==> src/rtl/csvt_pkg.sv <==
// ----------------------------------------------------------------------------
// csvt_pkg
// Shared types and constants for the CSV record tokenizer: byte codes,
// token kinds, parser phases and the queue entry between front and back.
// ----------------------------------------------------------------------------
`default_nettype none

package csvt_pkg;

	localparam logic [7:0] CH_QUOTE  = 8'd34;
	localparam logic [7:0] CH_LF     = 8'd10;
	localparam logic [7:0] CH_CR     = 8'd13;
	localparam logic [7:0] SEP_RESET = 8'd44;

	typedef enum logic [1:0] {
		KIND_CONTENT = 2'd0,
		KIND_FIELD   = 2'd1,
		KIND_RECORD  = 2'd2,
		KIND_ERROR   = 2'd3
	} kind_t;

	typedef enum logic [5:0] {
		PH_RECORD  = 6'b000001,
		PH_FIELD   = 6'b000010,
		PH_PLAIN   = 6'b000100,
		PH_QUOTED  = 6'b001000,
		PH_AFTERQ  = 6'b010000,
		PH_DISCARD = 6'b100000
	} phase_t;

	// One accepted byte's worth of tokens: a first token and, when two is
	// set, a trailing record end.
	typedef struct packed {
		logic       two;
		kind_t      kind;
		logic [7:0] data;
	} entry_t;

endpackage

`default_nettype wire

==> src/rtl/csv_record_tokenizer.sv <==
// ----------------------------------------------------------------------------
// csv_record_tokenizer
// Streaming CSV tokenizer: bytes in, content/field-end/record-end tokens out.
// ----------------------------------------------------------------------------
// Usage:
//   Slave channel s_*: one text byte per transaction in s_tdata, s_tlast set
//   on the final byte of a buffer. Master channel m_*: one token per
//   transaction; m_tuser is the token kind (content, field end, record end,
//   format error), m_tdata the content byte (zero for marks), m_tlast flags
//   the last token caused by an input byte. A byte may cause zero, one or
//   two tokens. cfg_wr_en/cfg_wr_data set the separator byte; write it only
//   while the block is idle.
// Throughput:
//   Tokens pass through the queue between classifier and emitter, then the
//   output register. Input runs at one byte per cycle while s_tready is high;
//   output at one token per cycle while m_tready is high. A byte with two
//   tokens needs an extra output transaction; the QUEUE_DEPTH queue absorbs it.
// Reset and stall:
//   Reset returns the parser to record start, the separator to comma and
//   empties the queue. When m_tready is low a valid output register holds; the
//   queue keeps taking bytes until it fills, then s_tready drops.
// ----------------------------------------------------------------------------
`default_nettype none

module csv_record_tokenizer #(
	parameter int QUEUE_DEPTH = 4
) (
	input  wire logic       clk,
	input  wire logic       arst_n,
	input  wire logic       cfg_wr_en,
	input  wire logic [7:0] cfg_wr_data,
	input  wire logic       s_tvalid,
	output      logic       s_tready,
	input  wire logic [7:0] s_tdata,   // [7:0] text_byte
	input  wire logic       s_tlast,   // final_byte
	output      logic       m_tvalid,
	input  wire logic       m_tready,
	output      logic [7:0] m_tdata,   // [7:0] content_byte
	output      logic [1:0] m_tuser,   // [1:0] token_kind
	output      logic       m_tlast    // run_end
);

	logic             accept;
	logic             push;
	csvt_pkg::entry_t push_entry;
	logic             full;
	logic             pop;
	logic             empty;
	csvt_pkg::entry_t head;

	assign s_tready = !full;
	assign accept   = s_tvalid && s_tready;

	csvt_front u_front (
		.clk        (clk),
		.arst_n     (arst_n),
		.cfg_wr_en  (cfg_wr_en),
		.cfg_wr_data(cfg_wr_data),
		.accept     (accept),
		.text_byte  (s_tdata),
		.final_byte (s_tlast),
		.push       (push),
		.push_entry (push_entry)
	);

	csvt_queue #(
		.DEPTH(QUEUE_DEPTH)
	) u_queue (
		.clk       (clk),
		.arst_n    (arst_n),
		.push      (push),
		.push_entry(push_entry),
		.full      (full),
		.pop       (pop),
		.empty     (empty),
		.head      (head)
	);

	csvt_back u_back (
		.clk     (clk),
		.arst_n  (arst_n),
		.empty   (empty),
		.head    (head),
		.pop     (pop),
		.m_tvalid(m_tvalid),
		.m_tready(m_tready),
		.m_tdata (m_tdata),
		.m_tuser (m_tuser),
		.m_tlast (m_tlast)
	);

endmodule

`default_nettype wire

==> src/rtl/csvt_front.sv <==
// ----------------------------------------------------------------------------
// csvt_front
// Byte classifier: runs the parse phase machine on each accepted byte and
// turns it into at most one queue entry (one or two tokens).
// ----------------------------------------------------------------------------
`default_nettype none

module csvt_front (
	input  wire logic             clk,
	input  wire logic             arst_n,
	input  wire logic             cfg_wr_en,
	input  wire logic [7:0]       cfg_wr_data,
	input  wire logic             accept,
	input  wire logic [7:0]       text_byte,
	input  wire logic             final_byte,
	output      logic             push,
	output      csvt_pkg::entry_t push_entry
);

	logic [7:0]        sep_q;
	csvt_pkg::phase_t  phase_q;
	csvt_pkg::phase_t  phase_nx;
	csvt_pkg::phase_t  phase_step;
	logic              tok_v;
	csvt_pkg::kind_t   tok_kind;
	logic              is_brk;
	logic              is_quote;
	logic              is_sep;
	logic              fin_rec;

	assign is_brk   = (text_byte == csvt_pkg::CH_LF) || (text_byte == csvt_pkg::CH_CR);
	assign is_quote = (text_byte == csvt_pkg::CH_QUOTE);
	assign is_sep   = (text_byte == sep_q);

	// Classify the byte against the current phase
	always_comb begin
		tok_v      = 1'b0;
		tok_kind   = csvt_pkg::KIND_CONTENT;
		phase_step = phase_q;
		case (phase_q)
			csvt_pkg::PH_FIELD: begin
				if (is_quote) begin
					phase_step = csvt_pkg::PH_QUOTED;
				end else if (is_sep) begin
					tok_v      = 1'b1;
					tok_kind   = csvt_pkg::KIND_FIELD;
					phase_step = csvt_pkg::PH_FIELD;
				end else if (is_brk) begin
					tok_v      = 1'b1;
					tok_kind   = csvt_pkg::KIND_RECORD;
					phase_step = csvt_pkg::PH_RECORD;
				end else begin
					tok_v      = 1'b1;
					phase_step = csvt_pkg::PH_PLAIN;
				end
			end
			csvt_pkg::PH_PLAIN: begin
				if (is_sep) begin
					tok_v      = 1'b1;
					tok_kind   = csvt_pkg::KIND_FIELD;
					phase_step = csvt_pkg::PH_FIELD;
				end else if (is_brk) begin
					tok_v      = 1'b1;
					tok_kind   = csvt_pkg::KIND_RECORD;
					phase_step = csvt_pkg::PH_RECORD;
				end else begin
					tok_v = 1'b1;
				end
			end
			csvt_pkg::PH_QUOTED: begin
				if (is_quote) begin
					phase_step = csvt_pkg::PH_AFTERQ;
				end else begin
					tok_v = 1'b1;
				end
			end
			csvt_pkg::PH_AFTERQ: begin
				if (is_quote) begin
					tok_v      = 1'b1;
					phase_step = csvt_pkg::PH_QUOTED;
				end else if (is_sep) begin
					tok_v      = 1'b1;
					tok_kind   = csvt_pkg::KIND_FIELD;
					phase_step = csvt_pkg::PH_FIELD;
				end else if (is_brk) begin
					tok_v      = 1'b1;
					tok_kind   = csvt_pkg::KIND_RECORD;
					phase_step = csvt_pkg::PH_RECORD;
				end else begin
					tok_v      = 1'b1;
					tok_kind   = csvt_pkg::KIND_ERROR;
					phase_step = csvt_pkg::PH_DISCARD;
				end
			end
			csvt_pkg::PH_DISCARD: begin
				phase_step = csvt_pkg::PH_DISCARD;
			end
			default: begin
				if (is_brk) begin
					phase_step = csvt_pkg::PH_RECORD;
				end else if (is_quote) begin
					phase_step = csvt_pkg::PH_QUOTED;
				end else if (is_sep) begin
					tok_v      = 1'b1;
					tok_kind   = csvt_pkg::KIND_FIELD;
					phase_step = csvt_pkg::PH_FIELD;
				end else begin
					tok_v      = 1'b1;
					phase_step = csvt_pkg::PH_PLAIN;
				end
			end
		endcase
	end

	// Close an open record on the final byte and return to record start
	assign fin_rec = final_byte && ((phase_step == csvt_pkg::PH_FIELD) ||
		(phase_step == csvt_pkg::PH_PLAIN) || (phase_step == csvt_pkg::PH_QUOTED) ||
		(phase_step == csvt_pkg::PH_AFTERQ));
	assign phase_nx = final_byte ? csvt_pkg::PH_RECORD : phase_step;

	// Build the queue entry
	always_comb begin
		push_entry = '0;
		if (tok_v) begin
			push_entry.kind = tok_kind;
			push_entry.data = (tok_kind == csvt_pkg::KIND_CONTENT) ? text_byte : 8'd0;
			push_entry.two  = fin_rec;
		end else begin
			push_entry.kind = csvt_pkg::KIND_RECORD;
		end
	end
	assign push = accept && (tok_v || fin_rec);

	// Hold separator and phase
	always_ff @(posedge clk or negedge arst_n) begin
		if (!arst_n) begin
			sep_q   <= csvt_pkg::SEP_RESET;
			phase_q <= csvt_pkg::PH_RECORD;
		end else begin
			if (cfg_wr_en) begin
				sep_q <= cfg_wr_data;
			end
			if (accept) begin
				phase_q <= phase_nx;
			end
		end
	end

endmodule

`default_nettype wire

==> src/rtl/csvt_queue.sv <==
// ----------------------------------------------------------------------------
// csvt_queue
// Short FIFO of token entries between the classifier and the emitter.
// ----------------------------------------------------------------------------
`default_nettype none

module csvt_queue #(
	parameter int DEPTH = 4
) (
	input  wire logic             clk,
	input  wire logic             arst_n,
	input  wire logic             push,
	input  wire csvt_pkg::entry_t push_entry,
	output      logic             full,
	input  wire logic             pop,
	output      logic             empty,
	output      csvt_pkg::entry_t head
);

	localparam int PTR_W = (DEPTH > 1) ? $clog2(DEPTH) : 1;
	localparam int CNT_W = $clog2(DEPTH + 1);

	csvt_pkg::entry_t mem_q [DEPTH];
	logic [PTR_W-1:0] wr_ptr_q;
	logic [PTR_W-1:0] rd_ptr_q;
	logic [CNT_W-1:0] count_q;

	assign full  = (count_q == CNT_W'(DEPTH));
	assign empty = (count_q == '0);
	assign head  = mem_q[rd_ptr_q];

	// Write storage
	always_ff @(posedge clk) begin
		if (push) begin
			mem_q[wr_ptr_q] <= push_entry;
		end
	end

	// Advance pointers and occupancy
	always_ff @(posedge clk or negedge arst_n) begin
		if (!arst_n) begin
			wr_ptr_q <= '0;
			rd_ptr_q <= '0;
			count_q  <= '0;
		end else begin
			if (push) begin
				wr_ptr_q <= (wr_ptr_q == PTR_W'(DEPTH - 1)) ? '0 : wr_ptr_q + 1'b1;
			end
			if (pop) begin
				rd_ptr_q <= (rd_ptr_q == PTR_W'(DEPTH - 1)) ? '0 : rd_ptr_q + 1'b1;
			end
			case ({push, pop})
				2'b10:   count_q <= count_q + 1'b1;
				2'b01:   count_q <= count_q - 1'b1;
				default: count_q <= count_q;
			endcase
		end
	end

	a_no_overflow: assert property (@(posedge clk) disable iff (!arst_n)
		!(push && full && !pop))
		else $error("csvt_queue: push into full queue");

	a_no_underflow: assert property (@(posedge clk) disable iff (!arst_n)
		!(pop && empty))
		else $error("csvt_queue: pop from empty queue");

	a_count_range: assert property (@(posedge clk) disable iff (!arst_n)
		count_q <= CNT_W'(DEPTH))
		else $error("csvt_queue: occupancy beyond depth");

endmodule

`default_nettype wire

==> src/rtl/csvt_back.sv <==
// ----------------------------------------------------------------------------
// csvt_back
// Token emitter: drains queue entries into the output register, one token
// per transaction, splitting two-token entries over two transactions.
// ----------------------------------------------------------------------------
`default_nettype none

module csvt_back (
	input  wire logic             clk,
	input  wire logic             arst_n,
	input  wire logic             empty,
	input  wire csvt_pkg::entry_t head,
	output      logic             pop,
	output      logic             m_tvalid,
	input  wire logic             m_tready,
	output      logic [7:0]       m_tdata,
	output      logic [1:0]       m_tuser,
	output      logic             m_tlast
);

	logic       m_tvalid_q;
	logic [7:0] m_tdata_q;
	logic [1:0] m_tuser_q;
	logic       m_tlast_q;
	logic       half_q;
	logic       load;

	assign load = !m_tvalid_q || m_tready;
	assign pop  = load && !empty && (half_q || !head.two);

	// Load the output register from the queue head
	always_ff @(posedge clk or negedge arst_n) begin
		if (!arst_n) begin
			m_tvalid_q <= 1'b0;
			half_q     <= 1'b0;
		end else if (load) begin
			m_tvalid_q <= !empty;
			if (!empty) begin
				half_q <= !half_q && head.two;
			end
		end
	end

	always_ff @(posedge clk) begin
		if (load && !empty) begin
			if (half_q) begin
				m_tuser_q <= csvt_pkg::KIND_RECORD;
				m_tdata_q <= 8'd0;
				m_tlast_q <= 1'b1;
			end else begin
				m_tuser_q <= head.kind;
				m_tdata_q <= head.data;
				m_tlast_q <= !head.two;
			end
		end
	end

	assign m_tvalid = m_tvalid_q;
	assign m_tdata  = m_tdata_q;
	assign m_tuser  = m_tuser_q;
	assign m_tlast  = m_tlast_q;

	a_half_has_pair: assert property (@(posedge clk) disable iff (!arst_n)
		half_q |-> (!empty && head.two))
		else $error("csvt_back: second token pending without a pair entry");

	a_second_is_record: assert property (@(posedge clk) disable iff (!arst_n)
		(load && half_q) |=> (m_tvalid_q && m_tlast_q &&
		m_tuser_q == csvt_pkg::KIND_RECORD))
		else $error("csvt_back: second token is not a closing record end");

endmodule

`default_nettype wire
==> config.mk <==
export PLATFORM = sky130hd
export DESIGN_NAME = csv_record_tokenizer
export DESIGN_NICKNAME = d
export VERILOG_FILES = /design/src/rtl/csvt_pkg.sv /design/src/rtl/csv_record_tokenizer.sv /design/src/rtl/csvt_front.sv /design/src/rtl/csvt_queue.sv /design/src/rtl/csvt_back.sv
export SDC_FILE = /design/constraint.sdc
export NUM_CORES = 1
export LEC_CHECK = 0
export ABC_AREA = 1
export BUFFER_PORTS_ARGS = -buffer_cell sky130_fd_sc_hd__buf_2
export CORE_UTILIZATION = 50
export CTS_CLUSTER_SIZE = 8
export DETAILED_ROUTE_END_ITERATION = 10
export PLACE_DENSITY = 0.78
export SYNTH_ARGS = -nofsm -noshare
export SYNTH_HDL_FRONTEND = slang
export SYNTH_HIERARCHICAL = 1
export SYNTH_SLANG_ARGS = --single-unit
==> constraint.sdc <==
create_clock -name clk -period 2.7 [get_ports clk]
set_input_delay 0.405 -clock clk [delete_from_list [all_inputs] [get_ports clk]]
set_output_delay 0.405 -clock clk [all_outputs]
set_load 0.1 [all_outputs]
# Yosys cells after proc, flatten, opt, wreduce, memory -nomap -nowiden

Memories as Yosys holds them, arrays and structs flattened.
Index checks and enable logic that the tools add are counted.
Widths: inputs -> output; s select.

Register bits after elaboration: 34
Latch bits: 0
Memory bits (writable): 44
ROM bits: 0
Input bits: 22
Output and inout bits: 13
Word-level logic and storage cells: 95
Memories: 1

$add $sub $neg: 4
Multiply operators: 0
Div/mod/pow operators: 0
$lt $le $gt $ge: 0
Eq/ne operators: 18
Shifts and indexed selects: 0
Multiplexer cells: 36
Bitwise gates (word level): 1
Reductions and logical operators: 25

Memories:

| memory        | depth | width | read ports | clocked after memory_dff | wr ports | RTL line         | RTL |
|---|---|---|---|---|---|---|---|
| u_queue.mem_q | 4     | 11    | 1          | 0                        | 1        | csvt_queue.sv:23 | `csvt_pkg::entry_t mem_q [DEPTH];` |

Operators by type and width:

| cell                | count |
|---|---|
| $mux 6              | 11 |
| $pmux 6 s5          | 1 |
| $mux 2              | 10 |
| $eq 8x4->1 const B  | 2 |
| $mux 8              | 2 |
| $eq 6x2->1 const B  | 2 |
| $eq 6x3->1 const B  | 2 |
| $eq 6x4->1 const B  | 2 |
| $eq 6x5->1 const B  | 2 |
| $eq 8x6->1 const B  | 1 |
| $eq 8x8->1          | 1 |
| $pmux 2 s4          | 1 |
| $logic_or 1x1->1    | 7 |
| $mux 1              | 7 |
| $eq 2x2->1 const B  | 3 |
| $eq 6x6->1 const B  | 1 |
| $logic_and 1x1->1   | 6 |
| $mux 3              | 2 |
| $pmux 3 s2          | 1 |
| $reduce_or 2->1     | 3 |
| $logic_not 1->1     | 5 |
| $add 2x1->2 const B | 2 |
| $add 3x1->3 const B | 1 |
| $eq 3x3->1 const B  | 1 |
| other kinds (8)     | 8 |

# Depth between registers and ports, before layout

Depth after elaboration: 15
Gate-level depth with buffers: 23
Depth with buffers taken out: 22

# Hierarchy

The synthesis kept the hierarchy.

By module, submodules not included:

| module               | times used | cells an instance | area each (um^2) | seq. area each (um^2) |
|---|---|---|---|---|
| csvt_queue           | 1          | 182               | 2189.6           | 1496.4 |
| csvt_front           | 1          | 176               | 1169.9           | 355.3 |
| csvt_back            | 1          | 46                | 518.0            | 380.4 |
| csv_record_tokenizer | 1          | 3                 | 13.8             | 0.0 |

# Worst setup path before layout

OpenSTA, ideal clock, no wires.

Path type: register to register
Start point: reg u_front.sep_q[3]
End point: reg u_queue.count_q[1]
Library setup time: 0.083 ns
Data arrival time: 2.605 ns
Required time: 2.617 ns
Path slack: 0.013 ns
Stages on the path, launching flop included: 18
Buffers on the path: 1
Period minus slack after synthesis: 2.687 ns
Path through: dfstp_2 -> xnor2_1 -> nand2_1 -> nor2_1 -> nand2_1 -> nor2_1 -> nand2_1 -> nand2_1 -> nand2_1 -> nand3_1 -> nand2_1 -> a21oi_1 -> clkbuf_1 -> inv_1 -> ha_1 -> inv_1 -> fa_1 -> o21ai_0

Word-level cells in the longest chain between the ends: 14
Elaborated cells between the ends (all ways): 24
Those cells by class: eq/ne: 7; mux: 10; reduce/logical: 7

Ends and longest elaborated chain:

| item                                            | RTL line                             | RTL |
|---|---|---|
| from (decl)                                     | csvt_front.sv:20                     | `logic [7:0] sep_q;` |
| from (signal assigned)                          | csvt_front.sv:137                    | `sep_q <= csvt_pkg::SEP_RESET;` |
| from (signal assigned)                          | csvt_front.sv:141                    | `sep_q <= cfg_wr_data;` |
| $eq 8x8->1 (*)                                  | csvt_front.sv:33                     | `assign is_sep = (text_byte == sep_q);` |
| $mux 3                                          | csvt_front.sv:103                    | `end else if (is_sep) begin` |
| $mux 6                                          | csvt_front.sv:101                    | `end else if (is_quote) begin` |
| $mux 6                                          | csvt_front.sv:99                     | `if (is_brk) begin` |
| $pmux 6 s5 (*)                                  | csvt_front.sv:40                     | `case (phase_q)` |
| $eq 6x2->1 or $eq 6x3->1 (tied branches)        | csvt_front.sv:116, csvt_front.sv:117 |  |
| $logic_or 1x1->1                                | csvt_front.sv:116                    | `assign fin_rec = final_byte && ((phase_step == csvt_pkg::PH_FIELD) \|\|` |
| $logic_or 1x1->1                                | csvt_front.sv:117                    | `(phase_step == csvt_pkg::PH_PLAIN) \|\| (phase_step == csvt_pkg::PH_QUOTED) \|\|` |
| $logic_or 1x1->1 (*)                            | csvt_front.sv:117                    |  |
| $logic_and 1x1->1 (*)                           | csvt_front.sv:116                    |  |
| $logic_or 1x1->1 (*)                            | csvt_front.sv:132                    | `assign push = accept && (tok_v \|\| fin_rec);` |
| $logic_and 1x1->1 (*)                           | csvt_front.sv:132                    |  |
| named net push                                  | csv_record_tokenizer.sv:44           | `logic push;` |
| $eq 2x1->1 or $eq 2x2->1 (tied branches)        | csvt_queue.sv:52                     | `case ({push, pop})` |
| $pmux 3 s2 or $reduce_bool 2->1 (tied branches) | --                                   |  |
| to (signal assigned)                            | csvt_queue.sv:53                     | `2'b10: count_q <= count_q + 1'b1;` |
| to (signal assigned)                            | csvt_queue.sv:54                     | `2'b01: count_q <= count_q - 1'b1;` |
| to (signal assigned)                            | csvt_queue.sv:55                     | `default: count_q <= count_q;` |
| to (decl)                                       | csvt_queue.sv:26                     | `logic [CNT_W-1:0] count_q;` |

Mark *: on every way through the listed nets, which the timed path passes. The rest lies on a longest branch.
A chain may end at the register's enable or synchronous reset.

# Worst setup path after layout

Start point: reg u_front.phase_q[0]
End point: reg u_queue.count_q[2]

Word-level cells in the longest chain between the ends: 12
Elaborated cells between the ends (all ways): 26
Those cells by class: eq/ne: 11; mux: 6; reduce/logical: 9

Ends and longest elaborated chain:

| item                                            | RTL line                             | RTL |
|---|---|---|
| from (decl)                                     | csvt_front.sv:21                     | `csvt_pkg::phase_t phase_q;` |
| from (signal assigned)                          | csvt_front.sv:138                    | `phase_q <= csvt_pkg::PH_RECORD;` |
| from (signal assigned)                          | csvt_front.sv:144                    | `phase_q <= phase_nx;` |
| $mux 6                                          | csvt_front.sv:62                     | `end else if (is_brk) begin` |
| $mux 6                                          | csvt_front.sv:58                     | `if (is_sep) begin` |
| $pmux 6 s5                                      | csvt_front.sv:40                     |  |
| $eq 6x2->1 or $eq 6x3->1 (tied branches)        | csvt_front.sv:116, csvt_front.sv:117 |  |
| $logic_or 1x1->1                                | csvt_front.sv:116                    |  |
| $logic_or 1x1->1 (2 in a row)                   | csvt_front.sv:117                    |  |
| $logic_and 1x1->1                               | csvt_front.sv:116                    |  |
| $logic_or 1x1->1 (*)                            | csvt_front.sv:132                    |  |
| $logic_and 1x1->1 (*)                           | csvt_front.sv:132                    |  |
| named net push                                  | csv_record_tokenizer.sv:44           |  |
| $eq 2x1->1 or $eq 2x2->1 (tied branches)        | csvt_queue.sv:52                     |  |
| $pmux 3 s2 or $reduce_bool 2->1 (tied branches) | --                                   |  |

Marked as above.

==> results.md <==
- Status: completed
- CTS root buf: clkbuf_8
- Post-DRT Antenna Nets: 0
- Sequential-to-total area share from yosys stat: 57.4%
- WL/cell: 12.3 µm
- Compound-Gate Fraction of Synth Area: 8.33%
- Clock Latency Late Sink: 340 ps
- Routed wl met3: 371 µm
- Final Cycle Share: 98.1%
- Via count: 2,780
- Final-report max-slew violation count: 0
- Cell Area, Synth: 0.00389 mm²
- Overall power: 5460 µW
- Post-Synthesis Cells: 407
- Largest family of logic cells by synthesized area: simple AND/OR/NAND/NOR gates
- Final Hold Viols: 0
- Vias/cell: 4.93
- Crit path launch type: register
- WL met1: 2910 µm
- IO buf count: 34
- Ratio of cells with drive above 1 in the final layout: 28.0%
- Met2 wire len: 3520 µm
- Post-synthesis adder-cell area fraction: 2.44%
- Slew margin rel.: 66.1%
- Avg Cell Area, Syn: 9.56 µm²
- Clock buffer count from CTS: 9
- Highest Signal Layer: met4
- Worst-path clk slew: 80 ps
- Layout area overhead: 20.0%
- Placed cells: 542
- Yosys warning total: 6
- Hold Path Class: primary input to async pin
- Layout Skew: 6.87 ps
- Fill cells: 592
- Detailed Route Iter0 Violations: 120
- Leakage power: 0.00214 µW
- Fmax: 378 MHz
- Largest net degree at the start of global routing: 25
- # rows: 31
- Num ports: 35
- MaxCap Viol Count: 0
- RSZ-0062 raised after global routing: true
- Share of synthesized area spent on multiplexers: 1.16%
- Post-cts hold buffer count: 0
- Die Y: 90.2 µm
- Clk buf depth: 2
- Drt first pass iters: 4
- Final nets: 489
- First-pass GRT wire length: 11,700 µm
- Fin cells: 564
- HPWL after detailed placement: 4940 µm
- Crit-path max FO: 4
- Post-synthesis register bit count: 78
- CP endpoint kind: register
- Distinct cells, synth: 34
- Die footprint: 0.00814 mm²
- Min Tclk post-route: 2650 ps
- Final core occ: 63.3%
- Clock Sinks: 78
- DRC Markers: 0
- Data arrival, critical path: 2890 ps
- Number of global-route vias before repair: 2,733
- Slew @ Worst Pin: 509 ps
- N_diodes: 0
- Initial antenna violation count: 0
- H-tree depth: 3
- XOR/XNOR Fraction of Synth Area: 1.13%
- WS Path Type: register to register
- CP required: 2940 ps
- Starting Density: 52.8%
- Grt ovf: 0
- Die X: 90.2 µm
- Core Box Area: 0.00737 mm²
- Final hold slack: 19.0 ps
- Mapped Nets: 436
- CTS tree: done
- Simple-gate share of the synthesized area: 19.9%
- Setup violations, final: 0
- All-Layer GR Usage: 18.3%
- Worst vdd ir: 0.433 mV
- Power Dens Cells: 1170 mW/mm²
- Aggregate routed wire length: 6940 µm
- Routability Congestion: 0.882
area by class of cell:
| cell class | count | area [µm²] | share of cell area (%) |
|---|---|---|---|
| clock inverter | 7 | 96.3 | 2.06 |
| tap | 99 | 124 | 2.65 |
| multi-input combinational | 241 | 1440 | 30.8 |
| inverter | 78 | 293 | 6.27 |
| timing repair buffer | 52 | 359 | 7.69 |
| clock buffer | 9 | 124 | 2.65 |
| sequential | 78 | 2230 | 47.8 |
routing by layer:
layer  vias to the layer above  GRT usage [%]
li1                       1415              -
met1                      1276           20.9
met2                        71           31.8
met3                        18           5.33
met4                         0           8.20
met5                         -              0
cells in the mapped netlist, drive strengths merged:
master,count,share of area [%]
nand2,106,10
inv,78,7.5
edfxtp,55,42
nor2,43,4.7
o211ai,22,4.2
dfrtp,19,12
o21ai,18,2.4
nand3,13,2.2
nor3,9,1.5
buf,8,2.0
a21oi,6,0.87
ha,6,1.9
xnor2,5,1.1
dfstp,4,2.7
mux2,4,1.2
clkbuf,2,0.19
nor3b,2,0.51
o22ai,2,0.32
or2,2,0.32
a21boi,1,0.48
fa,1,0.51
nand4,1,0.16
registers in the layout, indices dropped and copies added (netlist names):
name	cells
u_queue/wr_ptr_q	2
u_front/sep_q	8
u_back/half_q	1
u_queue/mem_q	44
u_back/m_tuser	2
u_queue/rd_ptr_q	2
u_back/m_tvalid	1
u_front/phase_q	6
u_back/m_tdata	8
u_queue/count_q	3
u_back/m_tlast	1
timing repair:
item	4_1_cts	5_1_grt
setup buffers	2	4
pin swaps	1	17
cloned	0	0
gates resized for setup	4	40
endpoints found under the setup margin	2	2
layout by cell type (no fill, tap or decap), types with 5 or more instances in the layout:
cell type and instances:
nor3_1 6, nand3_4 5, nor2_2 9, nand2_2 12, nor2_1 28, edfxtp_1 55, nor2_4 6, inv_1 72
o21ai_0 14, buf_4 13, nand3_2 5, inv_2 6, o211ai_1 22, nand2_1 93, clkbuf_8 9, dfrtp_1 19
buf_2 34, ha_1 5
power by group:
part	switching [µW]	internal, µW
Clock	428	522
Combinational	1810	737
Sequential	168	1800
Total	2400	3060
logic make-up (layout without fill, tap and decap cells):
group / after synthesis / count (layout)
AOI/OAI and AO/OA: 49 / 49
xor gates and xnor gates: 5 / 5
adders and majority gates: 7 / 7
buffers and inverters: 88 / 146
DFF: 78 / 78
muxes: 4 / 4
and+or+nand+nor: 176 / 176
through the flow:
step                      TNS, ps  setup slack (ps)  cell area, µm²
after floorplan                 0              12.8            3890
after global placement          0              33.5            4240
after detailed placement     -138             -94.8            4240
after CTS                       0             0.689            4490
after global routing         -195              -113            4670
final                           0              52.2            4670
worst paths after layout:
| path | from | end | slack, ps | depth (start not counted) |
|---|---|---|---|---|
| hold reg to reg | u_front/sep_q[5]$_DFFE_PN1P_ | u_front/sep_q[5]$_DFFE_PN1P_ | 500 | 2 |
| setup / recovery | u_front/phase_q[0]$_DFFE_PN1P_ | u_queue/count_q[2]$_DFFE_PN0P_ | 50 | 20 |
| max in group asynchronous | arst_n | u_front/sep_q[5]$_DFFE_PN1P_ | 2320 | 1 |
| hold / removal | arst_n | u_front/phase_q[2]$_DFFE_PN0P_ | 20 | 1 |
| min in group clk | cfg_wr_data[6] | u_front/sep_q[6]$_DFFE_PN0P_ | 260 | 3 |
| setup reg to reg | u_front/phase_q[0]$_DFFE_PN1P_ | u_queue/count_q[2]$_DFFE_PN0P_ | 50 | 20 |
critical path, stage by stage, from the launching register on:
cell and delay (ps):
dfstp_2 410, nor2_4 240, nand3_2 170, nand2_4 110, nor2_4 50, inv_1 80
nand2_2 70, inv_1 90, nand2_2 70, nand2_2 90, nand3_2 80, nand2_2 80
a21oi_2 60, inv_1 60, ha_2 190, inv_2 60, fa_2 370, inv_2 60
nand2_2 50, nand4_1 80, nand2_1 60
Note: power is estimated with default switching activity, not from simulation.
